### config.mk
export PLATFORM = sky130hd
export DESIGN_NAME = fscx_key_exchange
export DESIGN_NICKNAME = d
export VERILOG_FILES = /design/src/rtl/fke_pkg.sv /design/src/rtl/fke_datapath.sv /design/src/rtl/fke_ctrl.sv /design/src/rtl/fscx_key_exchange.sv
export SDC_FILE = /design/constraint.sdc
export NUM_CORES = 2
export LEC_CHECK = 0
export BUFFER_PORTS_ARGS = -buffer_cell sky130_fd_sc_hd__buf_2
export CORE_MARGIN = 2
export CORE_UTILIZATION = 45
export DETAILED_ROUTE_END_ITERATION = 16
export GPL_ROUTABILITY_DRIVEN = 0
export GPL_TIMING_DRIVEN = 0
export SYNTH_ARGS = -nofsm -noshare
export SYNTH_HDL_FRONTEND = slang
export SYNTH_HIERARCHICAL = 1
export SYNTH_SLANG_ARGS = --single-unit
### constraint.sdc
create_clock -name clk_i -period 5.6 [get_ports clk_i]
set_input_delay 1.12 -clock clk_i [delete_from_list [all_inputs] [get_ports clk_i]]
set_output_delay 1.12 -clock clk_i [all_outputs]
set_load 0.01 [all_outputs]
### src/rtl/fke_pkg.sv
// ----------------------------------------------------------------------------
// fke_pkg: shared definitions of the surroundings-XOR key exchange engine
// Action codes, interface widths, defaults and the controller command bundle.
// ----------------------------------------------------------------------------
package fke_pkg;

  // Interface widths fixed by the item format
  localparam int unsigned WordBits   = 64;
  localparam int unsigned ActBits    = 3;
  localparam int unsigned IdxBits    = 2;
  localparam int unsigned PassBits   = 9;

  // Defaults
  localparam int unsigned DefaultWidth = 256;
  localparam logic [PassBits-1:0] PassesReset = 9'd64;

  // Input actions
  localparam logic [ActBits-1:0] ActLoadA  = 3'd0;
  localparam logic [ActBits-1:0] ActLoadB  = 3'd1;
  localparam logic [ActBits-1:0] ActLoadP  = 3'd2;
  localparam logic [ActBits-1:0] ActPublic = 3'd3;
  localparam logic [ActBits-1:0] ActShared = 3'd4;

  // Controller to datapath commands
  typedef struct packed {
    logic               load_a;    // write word of secret A
    logic               load_b;    // write word of secret B
    logic               load_p;    // write word of peer value
    logic               init_pub;  // working <= A
    logic               init_shr;  // working <= peer
    logic               round;     // working <= one round
    logic               emit;      // capture one result word
    logic               xor_a;     // fold A into emitted word
    logic [IdxBits-1:0] word_sel;  // word being emitted
  } cmd_t;

endpackage

### src/rtl/fke_datapath.sv
// ----------------------------------------------------------------------------
// fke_datapath: operand storage, round logic and result word register
// Holds A, B, peer and working values; one full round per enabled cycle.
// ----------------------------------------------------------------------------
module fke_datapath #(
  parameter int unsigned WIDTH = fke_pkg::DefaultWidth
) (
  input  logic                                clk_i,
  input  logic                                rst_ni,
  input  fke_pkg::cmd_t                       cmd_i,
  input  logic [fke_pkg::IdxBits-1:0]         word_index_i,
  input  logic [fke_pkg::WordBits-1:0]        word_data_i,
  output logic [fke_pkg::IdxBits-1:0]         out_index_o,
  output logic [fke_pkg::WordBits-1:0]        out_word_o,
  output logic                                last_word_o
);
  import fke_pkg::*;

  localparam int unsigned Words   = (WIDTH + WordBits - 1) / WordBits;
  localparam int unsigned Store   = Words * WordBits;
  localparam int unsigned TopBits = WIDTH - (Words - 1) * WordBits;
  localparam logic [WordBits-1:0] TopMask =
    (TopBits >= WordBits) ? {WordBits{1'b1}} : WordBits'((65'd1 << TopBits) - 65'd1);
  localparam logic [IdxBits-1:0] LastIdx = IdxBits'(Words - 1);

  logic [Store-1:0]    a_q, b_q, p_q, w_q, w_d;
  logic [WIDTH-1:0]    nxt;
  logic [WordBits-1:0] load_word;
  logic [WordBits-1:0] emit_word;

  // Top word drops bits at or above WIDTH
  assign load_word = (word_index_i == LastIdx) ? (word_data_i & TopMask) : word_data_i;

  // Operand loads, word enable decoded per word
  always_ff @(posedge clk_i) begin
    for (int k = 0; k < Words; k++) begin
      if (word_index_i == IdxBits'(k)) begin
        if (cmd_i.load_a) a_q[k*WordBits +: WordBits] <= load_word;
        if (cmd_i.load_b) b_q[k*WordBits +: WordBits] <= load_word;
        if (cmd_i.load_p) p_q[k*WordBits +: WordBits] <= load_word;
      end
    end
  end

  // One round: cyclic three-bit neighborhood XOR of both operands, bit-reversed
  always_comb begin
    for (int i = 0; i < WIDTH; i++) begin
      nxt[WIDTH-1-i] = w_q[(i + WIDTH - 1) % WIDTH] ^ w_q[i] ^ w_q[(i + 1) % WIDTH]
                     ^ b_q[(i + WIDTH - 1) % WIDTH] ^ b_q[i] ^ b_q[(i + 1) % WIDTH];
    end
  end

  // Working value update
  always_comb begin
    w_d = w_q;
    if (cmd_i.init_pub)      w_d = a_q;
    else if (cmd_i.init_shr) w_d = p_q;
    else if (cmd_i.round)    w_d = Store'(nxt);
  end

  always_ff @(posedge clk_i or negedge rst_ni) begin
    if (!rst_ni) begin
      w_q <= '0;
    end else begin
      w_q <= w_d;
    end
  end

  // Result word select, A folded in for the shared value
  always_comb begin
    emit_word = '0;
    for (int k = 0; k < Words; k++) begin
      if (cmd_i.word_sel == IdxBits'(k)) begin
        emit_word = w_q[k*WordBits +: WordBits]
                  ^ (cmd_i.xor_a ? a_q[k*WordBits +: WordBits] : '0);
      end
    end
  end

  // Result payload register
  always_ff @(posedge clk_i) begin
    if (cmd_i.emit) begin
      out_index_o <= cmd_i.word_sel;
      out_word_o  <= emit_word;
      last_word_o <= (cmd_i.word_sel == LastIdx);
    end
  end

endmodule

### src/rtl/fke_ctrl.sv
// ----------------------------------------------------------------------------
// fke_ctrl: sequencing of loads, round iterations and word output
// Holds the pass count register, round counter, word counter and out valid.
// ----------------------------------------------------------------------------
module fke_ctrl #(
  parameter int unsigned WIDTH = fke_pkg::DefaultWidth
) (
  input  logic                          clk_i,
  input  logic                          rst_ni,
  input  logic                          in_valid_i,
  output logic                          in_stall_o,
  input  logic [fke_pkg::ActBits-1:0]   action_i,
  output logic                          out_valid_o,
  input  logic                          out_stall_i,
  input  logic                          cfg_valid_i,
  output logic                          cfg_ready_o,
  input  logic [fke_pkg::PassBits-1:0]  cfg_data_i,
  output fke_pkg::cmd_t                 cmd_o
);
  import fke_pkg::*;

  localparam int unsigned Words = (WIDTH + WordBits - 1) / WordBits;
  localparam logic [IdxBits-1:0]  LastIdx  = IdxBits'(Words - 1);
  localparam logic [PassBits-1:0] WidthCnt = PassBits'(WIDTH);

  localparam logic [1:0] StIdle = 2'd0;
  localparam logic [1:0] StRun  = 2'd1;
  localparam logic [1:0] StEmit = 2'd2;

  logic [1:0]          state_q, state_d;
  logic [PassBits-1:0] passes_q, passes_d;
  logic [PassBits-1:0] rounds_q, rounds_d;
  logic [IdxBits-1:0]  word_q, word_d;
  logic                shared_q, shared_d;
  logic                out_valid_q, out_valid_d;
  logic                in_xfer, out_free;
  logic [PassBits-1:0] shared_rounds;

  assign cfg_ready_o = 1'b1;
  assign in_stall_o  = (state_q != StIdle);
  assign out_valid_o = out_valid_q;
  assign in_xfer     = in_valid_i && (state_q == StIdle);
  assign out_free    = !out_valid_q || !out_stall_i;

  // Shared run count saturates at zero
  assign shared_rounds = (passes_q > WidthCnt) ? '0 : (WidthCnt - passes_q);

  // Next state and command decode
  always_comb begin
    state_d     = state_q;
    passes_d    = passes_q;
    rounds_d    = rounds_q;
    word_d      = word_q;
    shared_d    = shared_q;
    out_valid_d = out_valid_q;
    cmd_o       = '0;
    cmd_o.xor_a    = shared_q;
    cmd_o.word_sel = word_q;

    if (cfg_valid_i) passes_d = cfg_data_i;

    // Output register drains on transfer
    if (out_valid_q && !out_stall_i) out_valid_d = 1'b0;

    case (state_q)
      StIdle: begin
        if (in_xfer) begin
          case (action_i)
            ActLoadA: cmd_o.load_a = 1'b1;
            ActLoadB: cmd_o.load_b = 1'b1;
            ActLoadP: cmd_o.load_p = 1'b1;
            ActPublic: begin
              cmd_o.init_pub = 1'b1;
              rounds_d = passes_q;
              shared_d = 1'b0;
              state_d  = StRun;
            end
            ActShared: begin
              cmd_o.init_shr = 1'b1;
              rounds_d = shared_rounds;
              shared_d = 1'b1;
              state_d  = StRun;
            end
            default: ;
          endcase
        end
      end
      StRun: begin
        if (rounds_q == '0) begin
          word_d  = '0;
          state_d = StEmit;
        end else begin
          cmd_o.round = 1'b1;
          rounds_d = rounds_q - PassBits'(1);
        end
      end
      StEmit: begin
        if (out_free) begin
          cmd_o.emit  = 1'b1;
          out_valid_d = 1'b1;
          word_d      = word_q + IdxBits'(1);
          if (word_q == LastIdx) state_d = StIdle;
        end
      end
      default: state_d = StIdle;
    endcase
  end

  always_ff @(posedge clk_i or negedge rst_ni) begin
    if (!rst_ni) begin
      state_q     <= StIdle;
      passes_q    <= PassesReset;
      rounds_q    <= '0;
      word_q      <= '0;
      shared_q    <= 1'b0;
      out_valid_q <= 1'b0;
    end else begin
      state_q     <= state_d;
      passes_q    <= passes_d;
      rounds_q    <= rounds_d;
      word_q      <= word_d;
      shared_q    <= shared_d;
      out_valid_q <= out_valid_d;
    end
  end

  // A held result word is never overwritten
  a_no_overwrite: assert property (@(posedge clk_i) disable iff (!rst_ni)
    (out_valid_q && out_stall_i) |-> !cmd_o.emit)
    else $error("result word overwritten while stalled");

  // Rounds run only while the counter is nonzero
  a_round_count: assert property (@(posedge clk_i) disable iff (!rst_ni)
    cmd_o.round |-> (state_q == StRun) && (rounds_q != '0))
    else $error("round issued with no rounds left");

  // Exhausted counter moves to word output
  a_run_done: assert property (@(posedge clk_i) disable iff (!rst_ni)
    (state_q == StRun && rounds_q == '0) |=> (state_q == StEmit && word_q == '0))
    else $error("run did not hand over to word output");

  // Final word returns the engine to idle with a valid result
  a_last_idle: assert property (@(posedge clk_i) disable iff (!rst_ni)
    (cmd_o.emit && word_q == LastIdx) |=> (state_q == StIdle && out_valid_q))
    else $error("last word did not end the run");

endmodule

### src/rtl/fscx_key_exchange.sv
// ----------------------------------------------------------------------------
// fscx_key_exchange: surroundings-XOR key exchange engine
// Loads A, B and peer operands by 64-bit word; runs public and shared commands.
// ----------------------------------------------------------------------------
// A public or shared command applies N rounds and then emits its result as
// WIDTH/64 words (rounded up), where N is public_passes for the public command
// and WIDTH - public_passes (zero if negative) for the shared one. The round
// loop applies one full round to the working register per cycle, and the
// single output register holds one word at a time and can stretch the output
// phase under stall. Input is stalled for the whole command; loads are taken
// again while the last result word still waits.
// The configuration write may be issued at any cycle while the engine is idle.
module fscx_key_exchange #(
  parameter int unsigned WIDTH = fke_pkg::DefaultWidth
) (
  input  logic                          clk_i,
  input  logic                          rst_ni,
  input  logic                          in_valid_i,
  output logic                          in_stall_o,
  input  logic [fke_pkg::ActBits-1:0]   action_i,
  input  logic [fke_pkg::IdxBits-1:0]   word_index_i,
  input  logic [fke_pkg::WordBits-1:0]  word_data_i,
  output logic                          out_valid_o,
  input  logic                          out_stall_i,
  output logic [fke_pkg::IdxBits-1:0]   out_index_o,
  output logic [fke_pkg::WordBits-1:0]  out_word_o,
  output logic                          last_word_o,
  input  logic                          cfg_valid_i,
  output logic                          cfg_ready_o,
  input  logic [fke_pkg::PassBits-1:0]  cfg_data_i
);
  import fke_pkg::*;

  cmd_t cmd;

  // Sequencer
  fke_ctrl #(.WIDTH(WIDTH)) u_ctrl (
    .clk_i       (clk_i),
    .rst_ni      (rst_ni),
    .in_valid_i  (in_valid_i),
    .in_stall_o  (in_stall_o),
    .action_i    (action_i),
    .out_valid_o (out_valid_o),
    .out_stall_i (out_stall_i),
    .cfg_valid_i (cfg_valid_i),
    .cfg_ready_o (cfg_ready_o),
    .cfg_data_i  (cfg_data_i),
    .cmd_o       (cmd)
  );

  // Operand storage and round logic
  fke_datapath #(.WIDTH(WIDTH)) u_datapath (
    .clk_i        (clk_i),
    .rst_ni       (rst_ni),
    .cmd_i        (cmd),
    .word_index_i (word_index_i),
    .word_data_i  (word_data_i),
    .out_index_o  (out_index_o),
    .out_word_o   (out_word_o),
    .last_word_o  (last_word_o)
  );

endmodule
==> key figures <==
Worst setup path
  – Worst path slowest cell: clkbuf_1
  – Crit-path cells: buf_2 > nor2_1 > nand2_1 > nor3_1 > buf_2 > clkbuf_1 > clkbuf_1 > o221ai_1
  – Critical Path AT: 4430 ps
  – Crit. End Element: flop
  – Crit-path max FO: 10
  – CP peak stage delay: 1030 ps
  – Crit path kind: flop to flop
  – Startpoint Class: flop
  – Critical Path RT: 6110 ps

STA
  – Final hold vios: 0
  – Post-layout min period: 3920 ps
  – Worst Clk Skew: 26.1 ps
  – Final Slew Violations: 0
  – Final period utilization: 0.699
  – F_max: 255 MHz
  – RSZ-0062 raised after global routing: false
  – Final number of setup-violating endpoints: 0
  – Slew @ Worst Pin: 1320 ps
  – Max-slew headroom at the worst pin: 0.123
  – Setup WS post-layout: 1680 ps

Clock tree
  – CTS H-Tree Depth: 3
  – PostCTS Resize Cnt: 0
  – Clock buffer depth: 3
  – Hold-fix buffers, CTS: 0
  – Setup Fix Bufs, Post-CTS: 0
  – CTS clk-pin slew, worst paths: 60 ps
  – Sink Count: 1115
  – Worst skew pair latency: 710 ps
  – CTS Buf Count: 119
  – CTS tree: built
  – Clock tree root buffer cell: clkbuf_16

Synth
  – Cell with the most instances after synthesis: edfxtp_1
  – Avg Inst Size Synth: 13.9 sq um
  – Register area share after synthesis: 0.655
  – Cell count after synthesis: 3532
  – Synth top area share: 0.512
  – Area leader, netlist: edfxtp_1
  – Synthesized area: 49000 sq um
  – Synthesis Warnings: 6
  – Number of flops mapped to enable cells by yosys: 835
  – Distinct cells, synth: 55
  – Leading cell types by count after synthesis: 835 x edfxtp_1, 767 x xnor2_1, 531 x nand2_1
  – Cells taking the most area after synthesis: edfxtp_1 51%, dfrtp_1 14%, xnor2_1 14%, o221ai_1 4.6%, nand2_1 4.1%
  – Primary FF master, synth: edfxtp_1
  – Syn Nets: 3618
  – Asr flop ratio synth: 0.251
  – Number of synthesized register bits: 1115

Pwr
  – Worst vdd ir: 297 uV
  – Cell Pwr Density: 559 nW/um^2
  – Lkg Pwr: 0.0193 uW
  – Overall power: 31300 uW

Job
  – # Max-Cap Violations: 0

Drt
  – 1st-iter DRT viols: 3674
  – DRT antenna net count: 0
  – WL final: 151 mm
  – Pre-Repair DR Iteration Count: 8
  – DR WL/cell: 28.3 microns
  – Avg Vias per Cell: 5.87
  – DR vias: 31400
  – DR DRC count: 0

Finish
  – Layout area overhead: 14.3%
  – Diodes inserted: 0
  – Multi-input combinational cell area: 15900 sq um
  – Post-route cell area: 56000 sq um
  – Final-stage net count: 3909
  – Fillers: 9181
  – Register area: 32100 sq um
  – Share of layout cells above drive strength 1: 0.126

Global routing
  – Number of global-route vias before repair: 30700
  – Largest net degree at the start of global routing: 92
  – GRT Total Usage: 0.269
  – Gr ovfl total: 0
  – First-pass GRT wire length: 217 mm
  – Initial antenna violation count: 3

Floorplan
  – Die H: 334 microns
  – Initial Util: 0.452
  – CORE AREA: 108000 sq um
  – Row Count: 121
  – Ports: 153
  – Die Span X: 334 microns
  – Die ar.: 112000 sq um

Worst hold path
  – Worst min path class: input pin to async pin

Place
  – DP Wirelength: 106 mm
  – Instance area at placement: 52100 sq um
  – Port Buffers: 151
  – Pre-CTS setup slack: 1230 ps

Status
  – Outcome: finished, final reports clean
==> report_power, final <==
part           switching [uW]  internal [uW]
logic                    6930           5110
registers                1180          10200
clock network            3290           4620
==> sequential cells by signal (all words and copies together), names as in the netlist <==
register and cells:
u_datapath/out_index_o 2, u_datapath/last_word_o 1, u_datapath/b_q 256, u_datapath/out_word_o 64, u_ctrl/state_q 2, u_ctrl/out_valid_o 1, u_ctrl/shared_q 1, u_ctrl/passes_q 9
u_datapath/a_q 256, u_ctrl/rounds_q 9, u_datapath/p_q 256, u_datapath/w_q 256, u_ctrl/word_q 2
==> layer usage <==
metal | share of wire | GRT usage | vias to the layer above
met1 | 0.44 | 0.387 | 15900
met4 | 0.032 | 0.0918 | 4
li1 | - | - | 13700
met2 | 0.45 | 0.417 | 1458
met3 | 0.078 | 0.0423 | 248
met5 | 0.00017 | 0 | -
==> area by class of cell <==
class	count	area share
plain buffers	205	0.0176
inverters	11	0.000737
well taps	1414	0.0316
repair buffers	170	0.0225
flip-flops and latches	1115	0.573
clock buffers	183	0.0634
multi-input cells	2201	0.284
clock inverters	45	0.00690
==> layout by cell type (no fill, tap or decap), types with 12 or more instances in the layout <==
cell type / netlist / routed
a22oi_1: 251 / 251
a221oi_1: 64 / 64
buf_16: 0 / 16
nor2_1: 17 / 16
o22ai_1: 66 / 66
edfxtp_1: 835 / 835
xnor2_1: 767 / 767
clkinv_2: 0 / 23
o221ai_1: 256 / 256
clkbuf_16: 0 / 123
xor2_1: 135 / 135
clkbuf_8: 0 / 25
dfrtp_1: 279 / 279
nand2_1: 531 / 531
buf_2: 95 / 245
clkbuf_1: 86 / 121
o21ai_0: 12 / 12
==> cells by family (layout without fill, tap and decap cells) <==
family	Yosys count	count (layout)	synth area share
compound gates	687	687	0.111
xor+xnor	902	902	0.161
fa+ha+maj	3	3	0.000766
buf+inv	216	614	0.0210
flops	1115	1115	0.655
mux	8	8	0.00179
other cells	1	1	0.0000765
simple gates	600	600	0.0494
==> stage by stage <==
step | setup TNS (ps) | instances | hold slack (ps) | util
6_report | 0 | 5344 | 332 | 0.517
5_1_grt | 0 | 5344 | 354 | 0.517
4_1_cts | 0 | 5344 | 325 | 0.517
3_5_place_dp | 0 | 5116 | 467 | 0.480
3_3_place_gp | -1181910 | 5097 | 464 | 0.475
2_1_floorplan | 0 | 3532 | 458 | -
==> worst max-delay path, delay by kind of cell (launching register included) <==
| family | cells | cell delay, ps |
|---|---|---|
| simple gates | 3 | 610 |
| buf+inv | 4 | 2440 |
| compound gates | 1 | 280 |
| flops | 1 | 350 |
==> final timing paths <==
kind / startpoint / end / slack, ps / depth (start not counted)
worst max-delay path: u_ctrl/state_q[0]$_DFFE_PN0P_ / u_datapath/w_q[173]$_DFFE_PN0P_ / 1680 / 8
worst min-delay path: rst_ni / u_ctrl/rounds_q[7]$_DFFE_PN0P_ / 330 / 1
worst max register to register: u_ctrl/state_q[0]$_DFFE_PN0P_ / u_datapath/w_q[173]$_DFFE_PN0P_ / 1680 / 8
worst min register to register: u_datapath/a_q[210]$_DFFE_PP_ / u_datapath/w_q[210]$_DFFE_PN0P_ / 480 / 2
max in group asynchronous: rst_ni / u_datapath/w_q[227]$_DFFE_PN0P_ / 3840 / 3
min in group clk_i: u_datapath/a_q[210]$_DFFE_PP_ / u_datapath/w_q[210]$_DFFE_PN0P_ / 480 / 2
Note: power is estimated with default switching activity, not from simulation.
